**config.mk**
```make
export PLATFORM = sky130hd
export DESIGN_NAME = clocked_lane_transfer_master_flat
export DESIGN_NICKNAME = d
export VERILOG_FILES = /design/src/rtl/core/clt_pkg.sv /design/src/rtl/core/clt_in_if.sv /design/src/rtl/core/clt_out_if.sv /design/src/rtl/core/clt_skid.sv /design/src/rtl/core/clocked_lane_transfer_master.sv /design/src/flat_wrapper.sv
export SDC_FILE = /design/constraint.sdc
export NUM_CORES = 1
export LEC_CHECK = 0
export ABC_AREA = 1
export ABC_CLOCK_PERIOD_IN_PS = 3300
export BUFFER_PORTS_ARGS = -buffer_cell sky130_fd_sc_hd__buf_2
export CAP_MARGIN = 25
export CORE_AREA = 2 2 112 114
export CTS_CLUSTER_SIZE = 8
export DETAILED_ROUTE_END_ITERATION = 6
export DIE_AREA = 0 0 114 116
export PLACE_DENSITY = 0.79
export SYNTH_ARGS = -nofsm -noshare
export SYNTH_HDL_FRONTEND = slang
export SYNTH_SLANG_ARGS = --single-unit
```
**constraint.sdc**
```tcl
create_clock -name clk -period 3.3 [get_ports clk]
set_input_delay 0.495 -clock clk [delete_from_list [all_inputs] [get_ports clk]]
set_output_delay 0.495 -clock clk [all_outputs]
set_load 0.01 [all_outputs]
```
**src/rtl/core/clt_pkg.sv**
```systemverilog
`default_nettype none
package clt_pkg;

  localparam int BYTE_W      = 8;
  localparam int TICKS_W     = 16;
  localparam int BEATS_W     = 4;
  localparam int CFG_INDEX_W = 2;
  localparam int CFG_DATA_W  = 16;

  typedef enum logic [1:0] {
    OP_TICK  = 2'd0,
    OP_READ  = 2'd1,
    OP_WRITE = 2'd2
  } op_t;

  localparam logic [1:0] LANE_ONE   = 2'd0;
  localparam logic [1:0] LANE_FOUR  = 2'd1;
  localparam logic [1:0] LANE_EIGHT = 2'd2;

  localparam logic [CFG_INDEX_W-1:0] REG_LANE_MODE      = 2'd0;
  localparam logic [CFG_INDEX_W-1:0] REG_CLOCK_POLARITY = 2'd1;
  localparam logic [CFG_INDEX_W-1:0] REG_LOW_TICKS      = 2'd2;
  localparam logic [CFG_INDEX_W-1:0] REG_HIGH_TICKS     = 2'd3;

  typedef struct packed {
    logic              clock_level;
    logic [BYTE_W-1:0] line_drive;
    logic              line_output_enable;
    logic              busy_res;
    logic              done_res;
    logic [BYTE_W-1:0] read_byte;
  } res_t;

endpackage
`default_nettype wire

```
**src/rtl/core/clt_in_if.sv**
```systemverilog
`default_nettype none
interface clt_in_if;
  logic       valid;
  logic       ready;
  logic [1:0] operation;
  logic [7:0] write_byte;
  logic [7:0] line_levels;

  modport source (output valid, output operation, output write_byte, output line_levels,
                  input ready);
  modport sink (input valid, input operation, input write_byte, input line_levels,
                output ready);
endinterface
`default_nettype wire

```
**src/rtl/core/clt_out_if.sv**
```systemverilog
`default_nettype none
interface clt_out_if;
  logic       valid;
  logic       ready;
  logic       clock_level;
  logic [7:0] line_drive;
  logic       line_output_enable;
  logic       busy_res;
  logic       done_res;
  logic [7:0] read_byte;

  modport source (output valid, output clock_level, output line_drive,
                  output line_output_enable, output busy_res, output done_res,
                  output read_byte, input ready);
  modport sink (input valid, input clock_level, input line_drive,
                input line_output_enable, input busy_res, input done_res,
                input read_byte, output ready);
endinterface
`default_nettype wire

```
**src/rtl/core/clt_skid.sv**
```systemverilog
`default_nettype none
module clt_skid (
  input  logic          clk,
  input  logic          rst,
  input  logic          push_valid,
  output logic          push_ready,
  input  clt_pkg::res_t push_data,
  output logic          pop_valid,
  input  logic          pop_ready,
  output clt_pkg::res_t pop_data
);
  import clt_pkg::*;

  logic head_valid;
  res_t head;
  logic spare_valid;
  res_t spare;
  logic push;
  logic pop;

  assign push_ready = !spare_valid;
  assign push       = push_valid && push_ready;
  assign pop        = head_valid && pop_ready;
  assign pop_valid  = head_valid;
  assign pop_data   = head;

  always_ff @(posedge clk) begin
    if (rst) begin
      head_valid  <= 1'b0;
      spare_valid <= 1'b0;
    end else if (spare_valid) begin
      if (pop) begin
        head        <= spare;
        spare_valid <= 1'b0;
      end
    end else if (push) begin
      if (!head_valid || pop) begin
        head       <= push_data;
        head_valid <= 1'b1;
      end else begin
        spare       <= push_data;
        spare_valid <= 1'b1;
      end
    end else if (pop) begin
      head_valid <= 1'b0;
    end
  end

  a_spare_needs_head: assert property (@(posedge clk) disable iff (rst)
    spare_valid |-> head_valid)
    else $error("spare word held while head empty");

  a_spare_drains_first: assert property (@(posedge clk) disable iff (rst)
    spare_valid && pop |=> head_valid && head == $past(spare))
    else $error("spare word not moved to head");

  a_stall_holds_head: assert property (@(posedge clk) disable iff (rst)
    head_valid && !pop_ready |=> head_valid && $stable(head))
    else $error("head word changed while stalled");

endmodule
`default_nettype wire

```
**src/rtl/core/clocked_lane_transfer_master.sv**
```systemverilog
// Clocked lane transfer master.
// Each word on cmd is one tick of the link waveform: an operation (plain tick,
// start read, start write), the byte to send and the sampled data line levels.
// Each accepted cmd word yields exactly one res word giving the clock level,
// the driven line levels and enable, busy, done and the assembled read byte.
// A transfer moves one byte over 1, 4 or 8 lines, least significant part first,
// in 8, 2 or 1 beats of low_ticks + high_ticks ticks each (zero counts as one).
// Registers are written through wr_en / wr_index / wr_data, by the user only
// while idle; the block does not enforce this. Res words are registered in the
// output buffer. Throughput: one cmd word per cycle while cmd.ready is high;
// the tick state updates in a single pass. A two-word output buffer absorbs a
// stall on res; cmd.ready drops only when both words are held, and rises again
// as soon as res takes one. Reset clears the transfer state, empties the output
// buffer and loads lane_mode 0, clock_polarity 1, low_ticks 1 and high_ticks 1.
`default_nettype none
module clocked_lane_transfer_master (
  input  logic                              clk,
  input  logic                              rst,
  input  logic                              wr_en,
  input  logic [clt_pkg::CFG_INDEX_W-1:0]  wr_index,
  input  logic [clt_pkg::CFG_DATA_W-1:0]   wr_data,
  clt_in_if.sink                            cmd,
  clt_out_if.source                         res
);
  import clt_pkg::*;

  logic [1:0]         lane_mode;
  logic               clock_polarity;
  logic [TICKS_W-1:0] low_ticks;
  logic [TICKS_W-1:0] high_ticks;

  logic               active;
  logic               reading;
  logic               second_phase;
  logic [TICKS_W-1:0] phase_ticks_left;
  logic [BEATS_W-1:0] beats_left;
  logic [BYTE_W-1:0]  send_shift;
  logic [BYTE_W-1:0]  gathered;
  logic               clock_out;
  logic [BYTE_W-1:0]  lines_out;
  logic               lines_enabled;

  logic               active_next;
  logic               reading_next;
  logic               second_phase_next;
  logic [TICKS_W-1:0] phase_ticks_left_next;
  logic [BEATS_W-1:0] beats_left_next;
  logic [BYTE_W-1:0]  send_shift_next;
  logic [BYTE_W-1:0]  gathered_next;
  logic               clock_out_next;
  logic [BYTE_W-1:0]  lines_out_next;
  logic               lines_enabled_next;

  logic [TICKS_W-1:0] low_load;
  logic [TICKS_W-1:0] high_load;
  logic [TICKS_W-1:0] ticks_dec;
  logic [BEATS_W-1:0] beats_dec;
  logic [BEATS_W-1:0] beats_load;
  logic [BYTE_W-1:0]  part_out;
  logic [BYTE_W-1:0]  shift_rest;
  logic [BYTE_W-1:0]  gathered_in;
  logic               start;
  logic               push;
  logic               push_ready;
  logic               pop_valid;
  res_t               step_res;
  res_t               pop_data;

  assign start     = (cmd.operation == OP_READ) || (cmd.operation == OP_WRITE);
  assign push      = cmd.valid && push_ready;
  assign cmd.ready = push_ready;

  assign low_load  = (low_ticks == '0) ? TICKS_W'(1) : low_ticks;
  assign high_load = (high_ticks == '0) ? TICKS_W'(1) : high_ticks;
  assign ticks_dec = (phase_ticks_left != '0) ? phase_ticks_left - TICKS_W'(1) : '0;
  assign beats_dec = (beats_left != '0) ? beats_left - BEATS_W'(1) : '0;

  always_comb begin
    case (lane_mode)
      LANE_ONE: begin
        beats_load  = BEATS_W'(8);
        part_out    = {7'd0, send_shift[0]};
        shift_rest  = {1'b0, send_shift[7:1]};
        gathered_in = {cmd.line_levels[0], gathered[7:1]};
      end
      LANE_FOUR: begin
        beats_load  = BEATS_W'(2);
        part_out    = {4'd0, send_shift[3:0]};
        shift_rest  = {4'd0, send_shift[7:4]};
        gathered_in = {cmd.line_levels[3:0], gathered[7:4]};
      end
      default: begin
        beats_load  = BEATS_W'(1);
        part_out    = send_shift;
        shift_rest  = '0;
        gathered_in = cmd.line_levels;
      end
    endcase
  end

  always_comb begin
    active_next           = active;
    reading_next          = reading;
    second_phase_next     = second_phase;
    phase_ticks_left_next = phase_ticks_left;
    beats_left_next       = beats_left;
    send_shift_next       = send_shift;
    gathered_next         = gathered;
    clock_out_next        = clock_out;
    lines_out_next        = lines_out;
    lines_enabled_next    = lines_enabled;
    step_res.done_res     = 1'b0;
    step_res.read_byte    = '0;
    if (!active) begin
      clock_out_next = clock_polarity;
      if (start) begin
        active_next           = 1'b1;
        reading_next          = (cmd.operation == OP_READ);
        second_phase_next     = 1'b0;
        phase_ticks_left_next = low_load;
        beats_left_next       = beats_load;
        gathered_next         = '0;
        clock_out_next        = !clock_polarity;
        if (cmd.operation == OP_READ) begin
          lines_enabled_next = 1'b0;
        end else begin
          send_shift_next    = cmd.write_byte;
          lines_enabled_next = 1'b1;
        end
      end
    end else begin
      phase_ticks_left_next = ticks_dec;
      if (ticks_dec == '0) begin
        if (!second_phase) begin
          if (!reading) begin
            lines_out_next  = part_out;
            send_shift_next = shift_rest;
          end
          clock_out_next        = clock_polarity;
          second_phase_next     = 1'b1;
          phase_ticks_left_next = high_load;
        end else begin
          if (reading) begin
            gathered_next = gathered_in;
          end
          beats_left_next = beats_dec;
          if (beats_dec == '0) begin
            active_next        = 1'b0;
            second_phase_next  = 1'b0;
            clock_out_next     = clock_polarity;
            step_res.done_res  = 1'b1;
            step_res.read_byte = reading ? gathered_next : '0;
          end else begin
            second_phase_next     = 1'b0;
            clock_out_next        = !clock_polarity;
            phase_ticks_left_next = low_load;
          end
        end
      end
    end
    step_res.clock_level        = clock_out_next;
    step_res.line_drive         = lines_out_next;
    step_res.line_output_enable = lines_enabled_next;
    step_res.busy_res           = active_next;
  end

  always_ff @(posedge clk) begin
    if (rst) begin
      lane_mode      <= LANE_ONE;
      clock_polarity <= 1'b1;
      low_ticks      <= TICKS_W'(1);
      high_ticks     <= TICKS_W'(1);
    end else if (wr_en) begin
      case (wr_index)
        REG_LANE_MODE:      lane_mode      <= wr_data[1:0];
        REG_CLOCK_POLARITY: clock_polarity <= wr_data[0];
        REG_LOW_TICKS:      low_ticks      <= wr_data;
        REG_HIGH_TICKS:     high_ticks     <= wr_data;
        default: ;
      endcase
    end
  end

  always_ff @(posedge clk) begin
    if (rst) begin
      active           <= 1'b0;
      reading          <= 1'b0;
      second_phase     <= 1'b0;
      phase_ticks_left <= '0;
      beats_left       <= '0;
      send_shift       <= '0;
      gathered         <= '0;
      clock_out        <= 1'b1;
      lines_out        <= '0;
      lines_enabled    <= 1'b0;
    end else if (push) begin
      active           <= active_next;
      reading          <= reading_next;
      second_phase     <= second_phase_next;
      phase_ticks_left <= phase_ticks_left_next;
      beats_left       <= beats_left_next;
      send_shift       <= send_shift_next;
      gathered         <= gathered_next;
      clock_out        <= clock_out_next;
      lines_out        <= lines_out_next;
      lines_enabled    <= lines_enabled_next;
    end
  end

  clt_skid u_skid (
    .clk        (clk),
    .rst        (rst),
    .push_valid (cmd.valid),
    .push_ready (push_ready),
    .push_data  (step_res),
    .pop_valid  (pop_valid),
    .pop_ready  (res.ready),
    .pop_data   (pop_data)
  );

  assign res.valid              = pop_valid;
  assign res.clock_level        = pop_data.clock_level;
  assign res.line_drive         = pop_data.line_drive;
  assign res.line_output_enable = pop_data.line_output_enable;
  assign res.busy_res           = pop_data.busy_res;
  assign res.done_res           = pop_data.done_res;
  assign res.read_byte          = pop_data.read_byte;

  a_start_sets_active: assert property (@(posedge clk) disable iff (rst)
    push && !active && start |=> active)
    else $error("start word did not begin a transfer");

  a_done_ends_transfer: assert property (@(posedge clk) disable iff (rst)
    push && step_res.done_res |=> !active)
    else $error("transfer still active after done");

  a_read_byte_only_on_done: assert property (@(posedge clk) disable iff (rst)
    res.valid && (res.read_byte != '0) |-> res.done_res)
    else $error("read byte shown outside a done word");

  a_stall_blocks_cmd: assert property (@(posedge clk) disable iff (rst)
    !cmd.ready |-> res.valid)
    else $error("cmd stalled with nothing pending on res");

endmodule
`default_nettype wire

```
**src/flat_wrapper.sv**
```systemverilog
// flat-port wrapper written by rule: the top's interface ports become plain ports
module clocked_lane_transfer_master_flat import clt_pkg::*;
  (clk, rst, wr_en, wr_index, wr_data, cmd_valid, cmd_operation, cmd_write_byte, cmd_line_levels, cmd_ready, res_valid, res_clock_level, res_line_drive, res_line_output_enable, res_busy_res, res_done_res, res_read_byte, res_ready);
  clt_in_if cmd_i ();
  clt_out_if res_i ();
  input  logic clk;
  input  logic rst;
  input  logic wr_en;
  input  logic [clt_pkg::CFG_INDEX_W-1:0] wr_index;
  input  logic [clt_pkg::CFG_DATA_W-1:0] wr_data;
  input wire logic [$bits(cmd_i.valid)-1:0] cmd_valid;
  input wire logic [$bits(cmd_i.operation)-1:0] cmd_operation;
  input wire logic [$bits(cmd_i.write_byte)-1:0] cmd_write_byte;
  input wire logic [$bits(cmd_i.line_levels)-1:0] cmd_line_levels;
  output wire logic [$bits(cmd_i.ready)-1:0] cmd_ready;
  output wire logic [$bits(res_i.valid)-1:0] res_valid;
  output wire logic [$bits(res_i.clock_level)-1:0] res_clock_level;
  output wire logic [$bits(res_i.line_drive)-1:0] res_line_drive;
  output wire logic [$bits(res_i.line_output_enable)-1:0] res_line_output_enable;
  output wire logic [$bits(res_i.busy_res)-1:0] res_busy_res;
  output wire logic [$bits(res_i.done_res)-1:0] res_done_res;
  output wire logic [$bits(res_i.read_byte)-1:0] res_read_byte;
  input wire logic [$bits(res_i.ready)-1:0] res_ready;
  assign cmd_i.valid = cmd_valid;
  assign cmd_i.operation = cmd_operation;
  assign cmd_i.write_byte = cmd_write_byte;
  assign cmd_i.line_levels = cmd_line_levels;
  assign cmd_ready = cmd_i.ready;
  assign res_valid = res_i.valid;
  assign res_clock_level = res_i.clock_level;
  assign res_line_drive = res_i.line_drive;
  assign res_line_output_enable = res_i.line_output_enable;
  assign res_busy_res = res_i.busy_res;
  assign res_done_res = res_i.done_res;
  assign res_read_byte = res_i.read_byte;
  assign res_i.ready = res_ready;
  clocked_lane_transfer_master u_core (.clk(clk), .rst(rst), .wr_en(wr_en), .wr_index(wr_index), .wr_data(wr_data), .cmd(cmd_i), .res(res_i));
endmodule
```
==> flow_metrics.tcl, run 1 <==
set metrics [dict create \
    endpoint_kind "flop" \
    max_freq_ghz 0.357 \
    area_delta_synth_final_pct 13.4 \
    clock_sinks 125 \
    drt_iter0_drc 768 \
    start_util_pct 58.8 \
    drive_gt1_share_pct 14.9 \
    slew_headroom_pct 51.4 \
    path_common_cell "nand2_1" \
    postLayoutCellArea_um2 7950 \
    vias 6691 \
    power_density_nw_per_um2 562 \
    grt_max_degree 39 \
    yosysWarnings 0 \
    worstPathMaxFanout 32 \
    postCtsSetupBuffers 0 \
    skew_ps 8.48 \
    met3_length_um 1420 \
    synth_cell_types 44 \
    cap_violations 0 \
    synth.area.top_cells "dfxtp_1 (24%), edfxtp_1 (17%), nand2_1 (11%)" \
    crit_path_top_delay_cell "nand2_4" \
    cp.arrival_ps 3080 \
    crit_chain "clkinv_1, ha_1, nand2_2, nor2_4, nand2_4, nand3_1, nand2_1, nor2_2, nand3_2, nand2_4, nand2_1, nand2_1, a21oi_1" \
    reg2reg_depth 13 \
    cts-buffers-inserted 17 \
    ys_ff_latch 125 \
    tightest_slew_ps 728 \
    hold_buffers 0 \
    synth_cells 978 \
    path_clk_slew_ps 60 \
    synth_compound_area_share_pct 16.6 \
    ys.flop_type "dfxtp_1" \
    synth_edf_count 40 \
    drt-pass1-iter-count 6 \
    synth-xor-area-share_pct 0.375 \
    final_core_util_pct 66.7 \
    holdCritPathClass "input port to flop" \
    avgSynthCellArea_um2 7.17 \
    num_antenna_cells 0 \
    crit_path_start "u_core.phase_ticks_left[0]" \
    routed_wl_um 18100 \
    htree_levels 4 \
    outcome "complete, no violations" \
    critPathMaxStageDelay_ps 320 \
    required_ps 3580 \
    drc 0 \
    core-area_um2 11900 \
    layout.nets 1067 \
    clk-insertion-delay-late_ps 430 \
    finalCritPeriodShare_pct 84.9 \
    tns_ps 0 \
    hold_path_depth 3 \
    dpl_cell_area_um2 7370 \
    grt_use_total_pct 28.4 \
    synth.mux.area_fraction_pct 0 \
    synth_fp_nets 1021 \
    dieHeight_um 116 \
    grt_pass1_wl_um 29500 \
    whs_ps 304 \
    final-setup-viol-count 0 \
    io_buffers 62 \
    antenna_found_initial 0 \
    fin_crit_ps 2800 \
    yosysTopAreaCell "dfxtp_1" \
    avgViaCountPerCell 5.65 \
    cts_resized 0 \
    globalplace.congestion 0.955 \
    cts_buffer_depth 2 \
    criticalPathCategory "flop to flop" \
    synth_fa_ha_area_share_pct 0.357 \
    ir_drop_mv 0.545 \
    r2r_start "u_core.phase_ticks_left[0]" \
    hold_viol 0 \
    drv_slew 0 \
    io_pins 63 \
    dr.max_layer_used "met4" \
    dpl.hpwl_um 12600 \
    synth.top_cell.area_share_pct 24.3 \
    synthArstFlopShare_pct 0 \
    rsz0062_at_grt "false" \
    drtAntennaViolNets 0 \
    die_width_um 114 \
    rrSetupSlack_ps 500 \
    fill_cells 1059 \
    wl_met2_um 8370 \
    cts_root_buf "clkbuf_16" \
    ys_top_cells_by_count "nand2_1 (200), nor2_1 (152), inv_1 (105)" \
    dieArea_um2 13200 \
    num_rows 40 \
    leakagePower_uw 0.00338 \
    hold_path.startpoint "wr_data[11]" \
    overflow 0 \
    min_to "u_core.low_ticks[11]" \
    netlist_area_um2 7010 \
    cts_tree "done" \
    synth_simple_gate_area_share_pct 31.9 \
    avgRoutedWirePerCell_um 15.3 \
    worst_setup_path_start_kind "flop" \
    wl_met1_um 8090 \
    synth_top_family_by_area "simple AND/OR/NAND/NOR gates" \
    r2r_end "u_core.send_shift[6]" \
    grt_pass1_vias 5992 \
    yosysMostFrequentCell "nand2_1" \
    seq_area_frac_synth_pct 41.4 \
]
cell families after synthesis:
family,Yosys count
adders and majority gates,2
and+or+nand+nor,481
DFF,125
AOI/OAI and AO/OA,209
buffers and inverters,158
xor gates and xnor gates,3
per-layer routing:
layer | track usage (%) | up-vias
li1 | - | 3348
met2 | 44.6 | 260
met4 | 8.13 | 0
met1 | 39.2 | 3056
met5 | 0 | -
met3 | 7.22 | 27
report_power, final:
| part | switching, uW | internal (uW) | leakage, uW | total (uW) |
|---|---|---|---|---|
| clock | 706 | 1110 | 0.000280 | 1810 |
| combinational | 635 | 280 | 0.00202 | 915 |
| sequential | 61.3 | 1680 | 0.00107 | 1740 |
| total | 1400 | 3070 | 0.00338 | 4470 |
worst max path at each step:
stage | slack [ps] | cells past startpoint | endpoint
floorplan | 450 | 5 | u_core.u_skid.pop_data[0]
global placement | 680 | 13 | u_core.send_shift[3]
detailed placement | 580 | 13 | u_core.send_shift[6]
CTS | 530 | 13 | u_core.gathered[7]
global route | 250 | 15 | u_core.u_skid.pop_data[16]
finish | 500 | 13 | u_core.send_shift[6]
cell type report:
cell class / instances / area, um^2 / area share, %
well taps: 147 / 184 / 2.31
clock buffers: 18 / 429 / 5.40
clock inverters: 14 / 144 / 1.81
flip-flops and latches: 125 / 2900 / 36.5
repair buffers: 76 / 415 / 5.23
inverters: 109 / 409 / 5.15
multi-input cells: 695 / 3460 / 43.6
cells in the final DEF, fill, tap and decap left out, drive strengths merged, types with 19 or more instances in the layout:
cell type and count:
edfxtp 40, dfxtp 85, nor2 164, a21oi 76, inv 108, nand3 66
buf 76, o21ai 87, nand4 19, nand2 212
registers in the layout, indices dropped and copies added, names as in the netlist, 2 cells and up:
signal	flops
u_core.high_ticks	16
u_core.beats_left	4
u_core.gathered	7
u_core.lines_out	8
u_core.low_ticks	16
u_core.u_skid.spare	20
u_core.phase_ticks_left	16
u_core.u_skid.pop_data	20
u_core.lane_mode	2
u_core.send_shift	8
metrics by stage:
stage / cells / total power, uW / setup slack, ps
3_3_place_gp: 1152 / 2650 / 680
2_1_floorplan: 978 / 2450 / 450
3_5_place_dp: 1152 / 2670 / 580
4_1_cts: 1184 / 4470 / 531
5_1_grt: 1184 / 4660 / 252
6_report: 1184 / 4470 / 497
worst max-delay path: cells and delay by family, from the launching register on:
family | cells | cell delay [ps]
buffers and inverters | 1 | 140
AND/OR/NAND/NOR | 10 | 1870
adder cells (fa/ha/maj) | 1 | 240
flip-flops | 1 | 310
AO/OA/AOI/OAI | 1 | 70
Power figures use the tool's default switching activity.
==> run 2: changes to the inputs <==
- ABC_CLOCK_PERIOD_IN_PS: 3300 -> 2700
- clock period: 3.3 -> 2.7 ns (I/O delays scaled with it)
==> flow_metrics.tcl, run 2 (synthesis results as in run 1) <==
set metrics [dict create \
    grt_use_total_pct 27.8 \
    drt_iter0_drc 843 \
    cts_root_buf "clkbuf_16" \
    pwr-share-clk_pct 43.3 \
    crit_path_start "u_core.phase_ticks_left[1]" \
    p_seq_share_pct 36.8 \
    die_width_um 114 \
    layout_commonest_cell "nand2_1" \
    clk-insertion-delay-late_ps 430 \
    io_pins 63 \
    fin_ws_ps 149 \
    drt-pass1-iter-count 7 \
    clock_sinks 125 \
    leakagePower_uw 0.00347 \
    vias 6760 \
    final_cell_count_no_fill 1194 \
    htree_levels 4 \
    num_rows 40 \
    worstPathMaxFanout 16 \
    cap_violations 0 \
    num_antenna_cells 0 \
    area_delta_synth_final_pct 15.9 \
    swShare_pct 30.1 \
    avgRoutedWirePerCell_um 15.2 \
    fin_crit_ps 2550 \
    path_clk_slew_ps 60 \
    core-area_um2 11900 \
    grt_max_degree 39 \
    required_ps 2880 \
    hold_buffers 0 \
    grt_pass1_vias 6072 \
    tns_ps 0 \
    layout.nets 1077 \
    ir_drop_mv 0.478 \
    start_util_pct 58.8 \
    r2r_start "u_core.phase_ticks_left[1]" \
    overflow 0 \
    path_common_cell "nand2_1" \
    cts-buffers-inserted 17 \
    r2r_end "u_core.u_skid.pop_data[11]" \
    worst_setup_path_start_kind "flop" \
    dieArea_um2 13200 \
    drtAntennaViolNets 0 \
    crit_chain "inv_1, ha_1, nand2_2, nor2_4, nand2_4, nand3_2, nand2_1, nor2_1, nand3_1, nor2_2, nand3_2, nand2_1, nand2_1, nand2_1, nand2_1" \
    slew_headroom_pct 50.3 \
    outcome "complete, no violations" \
    rsz0062_at_grt "true" \
    dieHeight_um 116 \
    p_sw_uw 1740 \
    rrSetupSlack_ps 150 \
    hold_viol 0 \
    hold_path_depth 3 \
    routed_wl_um 18100 \
    globalplace.congestion 0.899 \
    grt_pass1_wl_um 29000 \
    antenna_found_initial 0 \
    hold_path.startpoint "wr_data[7]" \
    numPlacedInstances 1158 \
    avgViaCountPerCell 5.66 \
    min_to "u_core.low_ticks[7]" \
    criticalPathCategory "flop to flop" \
    skew_ps 8.07 \
    cts_buffer_depth 2 \
    dpl.hpwl_um 12500 \
    final-setup-viol-count 0 \
    power_density_nw_per_um2 713 \
    holdCritPathClass "input port to flop" \
    tightest_slew_ps 743 \
    max_freq_ghz 0.392 \
    cts_tree "done" \
    finalCritPeriodShare_pct 94.5 \
    io_buffers 62 \
    reg2reg_depth 15 \
    comb_power_share_pct 19.9 \
    drv_slew 0 \
    crit_path_top_delay_cell "dfxtp_1" \
    critPathMaxStageDelay_ps 330 \
    layout_common_cells "nand2_1 (199), nor2_1 (150), inv_1 (105)" \
    drc 0 \
    cp.arrival_ps 2730 \
    endpoint_kind "flop" \
    p_int_uw 4050 \
    place_ws_ps 133 \
    drive_gt1_share_pct 16.0 \
]
-- run 2: cell types whose count changed in the layout (fill, tap and decap cells not counted), moves of 2 or more --
cell and change:
nand3_2 +2, clkinv_2 -2, buf_4 +10, bufinv_16 +3, nand3_1 -2
-- run 2: layer usage --
metal	global-route usage (%)	vias to the layer above	share of wire (%)
li1	-	3362	-
met1	38.9	3088	46
met2	43.0	274	45
met3	4.86	36	7.7
met4	11.4	0	2.0
met5	0	-	0
-- run 2: timing repair --
| item | 4_1_cts | 5_1_grt |
|---|---|---|
| resized for setup | 0 | 7 |
| endpoints found under the setup margin | 0 | 28 |
| buffers inserted | 0 | 4 |
-- run 2: worst max-delay path: cells and delay by family, from the launching register on --
family / cells / cell delay (ps)
fa+ha+maj: 1 / 210
flops: 1 / 330
buf+inv: 1 / 60
simple gates: 13 / 1700
-- run 2: cell type report --
cell class                      count  area, um^2
Sequential cell                   125        2900
Multi-Input combinational cell    695        3490
Fill cell                        1016        3790
Tap cell                          147         184
Clock buffer                       18         429
Clock inverter                     14         216
Timing Repair Buffer               86         490
Inverter                          109         409
-- run 2: worst max-delay path by stage --
| stage | end | slack, ps | cells past startpoint |
|---|---|---|---|
| after floorplan | u_core.u_skid.spare[0] | 450 | 6 |
| after global placement | u_core.u_skid.pop_data[18] | 180 | 13 |
| after detailed placement | u_core.u_skid.pop_data[11] | 130 | 15 |
| after CTS | u_core.u_skid.pop_data[16] | 100 | 14 |
| after global routing | u_core.u_skid.pop_data[11] | -3 | 13 |
| final | u_core.u_skid.pop_data[11] | 150 | 15 |
-- run 2: per-stage QoR --
step	total power, uW	utilization, %	hold WS, ps	instance area [um^2]
floorplan	2990	-	441	7010
global placement	3260	62.3	465	7420
detailed placement	3270	62.3	459	7420
CTS	5760	67.7	205	8060
global route	6010	68.2	230	8120
finish	5790	68.2	220	8120
-- run 2: power groups by stage --
stage / logic, uW / clock network [uW] / registers (uW)
finish: 1150 / 2510 / 2130
global route: 1280 / 2590 / 2140
CTS: 1120 / 2520 / 2130
detailed placement: 1100 / 0 / 2160
global placement: 1090 / 0 / 2160
floorplan: 844 / 0 / 2150
==> run 3: changes to the inputs <==
- CORE_AREA: 2 2 112 114 -> 2 2 120 122
- DIE_AREA: 0 0 114 116 -> 0 0 122 124
- PLACE_DENSITY: 0.79 -> 0.7
==> flow_metrics.tcl, run 3 (synthesis results as in run 1) <==
set metrics [dict create \
    hold_viol 0 \
    leakagePower_uw 0.00346 \
    pwr-share-clk_pct 41.1 \
    comb_power_share_pct 21.1 \
    rsz0062_at_grt "false" \
    htree_levels 4 \
    skew_ps 17.0 \
    routed_wl_um 18600 \
    criticalPathCategory "flop to flop" \
    cp.arrival_ps 2680 \
    globalplace.congestion 0.899 \
    grt_max_degree 39 \
    ir_drop_mv 0.502 \
    drv_slew 0 \
    path_clk_slew_ps 60 \
    slew_headroom_pct 50.1 \
    power_density_nw_per_um2 686 \
    rrSetupSlack_ps 200 \
    worst_setup_path_start_kind "flop" \
    overflow 0 \
    num_rows 43 \
    vias 6666 \
    clock_sinks 125 \
    avgRoutedWirePerCell_um 15.1 \
    drt-pass1-iter-count 5 \
    start_util_pct 51.1 \
    grt_use_total_pct 25.8 \
    cts_buffer_depth 2 \
    p_seq_share_pct 37.8 \
    io_buffers 62 \
    cts-buffers-inserted 17 \
    die_width_um 122 \
    drt_iter0_drc 605 \
    max_freq_ghz 0.400 \
    holdCritPathClass "input port to flop" \
    final-setup-viol-count 0 \
    dpl.hpwl_um 13400 \
    drtAntennaViolNets 0 \
    dieHeight_um 124 \
    p_sw_uw 1730 \
    outcome "complete, no violations" \
    drc 0 \
    dieArea_um2 15100 \
    p_int_uw 3900 \
    final_core_util_pct 59.8 \
    tightest_slew_ps 747 \
    grt_pass1_vias 6081 \
    antenna_found_initial 0 \
    core-area_um2 13700 \
    finalCritPeriodShare_pct 92.5 \
    swShare_pct 30.8 \
    cap_violations 0 \
    area_delta_synth_final_pct 17.1 \
    avgViaCountPerCell 5.42 \
    cts_root_buf "clkbuf_16" \
    worstPathMaxFanout 16 \
    drive_gt1_share_pct 16.3 \
    layout_commonest_cell "nand2_1" \
    io_pins 63 \
    grt_pass1_wl_um 30200 \
    layout.nets 1081 \
    endpoint_kind "flop" \
    tns_ps 0 \
    required_ps 2890 \
    hold_buffers 0 \
    fin_crit_ps 2500 \
    layout_common_cells "nand2_1 (199), nor2_1 (150), inv_1 (105)" \
    clk-insertion-delay-late_ps 430 \
    cts_tree "done" \
    num_antenna_cells 0 \
]
run 3: through the flow:
| step | cells | instance area, um^2 | setup slack (ps) | hold WS, ps | total power, uW |
|---|---|---|---|---|---|
| after floorplan | 978 | 7010 | 454 | 441 | 2990 |
| after global placement | 1195 | 7500 | 83.6 | 458 | 3290 |
| after detailed placement | 1195 | 7500 | 79.9 | 465 | 3300 |
| after CTS | 1227 | 8100 | 48.9 | 204 | 5600 |
| after global routing | 1231 | 8200 | 16.1 | 241 | 5870 |
| final | 1231 | 8200 | 202 | 211 | 5630 |
run 3: repair_timing:
action,CTS,global route
buffers inserted,0,4
setup endpoints to repair,0,66
resized for setup,0,12
run 3: worst paths after layout:
check,start,endpoint,cells after the start
worst max-delay path,u_core.phase_ticks_left[1],u_core.u_skid.pop_data[9],15
worst min-delay path,wr_data[11],u_core.low_ticks[11],3
worst max register to register,u_core.phase_ticks_left[1],u_core.u_skid.pop_data[9],15
worst min register to register,u_core.high_ticks[13],u_core.high_ticks[13],2
run 3: layout make-up:
type	count	area, um^2
inverters	109	409
flip-flops and latches	125	2900
multi-input cells	695	3530
clock inverters	10	140
well taps	180	225
fillers	1277	5520
repair buffers	90	546
clock buffers	22	454
run 3: power by group through the flow:
stage / clock, uW / combinational [uW] / sequential (uW)
2_1_floorplan: 0 / 844 / 2150
3_3_place_gp: 0 / 1130 / 2160
3_5_place_dp: 0 / 1130 / 2160
4_1_cts: 2330 / 1140 / 2130
5_1_grt: 2410 / 1320 / 2140
6_report: 2310 / 1190 / 2130
run 3: worst max-delay path, cell delays in order, from the launching register on:
cell,delay (ps)
dfxtp_1,330
inv_1,60
ha_1,210
nand2_2,160
nor2_4,210
nand2_8,140
nand3_2,170
nand2_1,60
nor2_1,90
nand3_1,140
nor2_4,170
nand2_1,80
nor2_2,170
nand2_1,120
nand3_1,90
nand2_1,50
run 3: layer usage:
layer	up-vias	part of all wire [%]	GRT usage, %
li1	3377	-	-
met1	3036	46	35.2
met2	223	45	40.3
met3	30	7.0	5.49
met4	0	1.9	10.3
met5	-	0	0
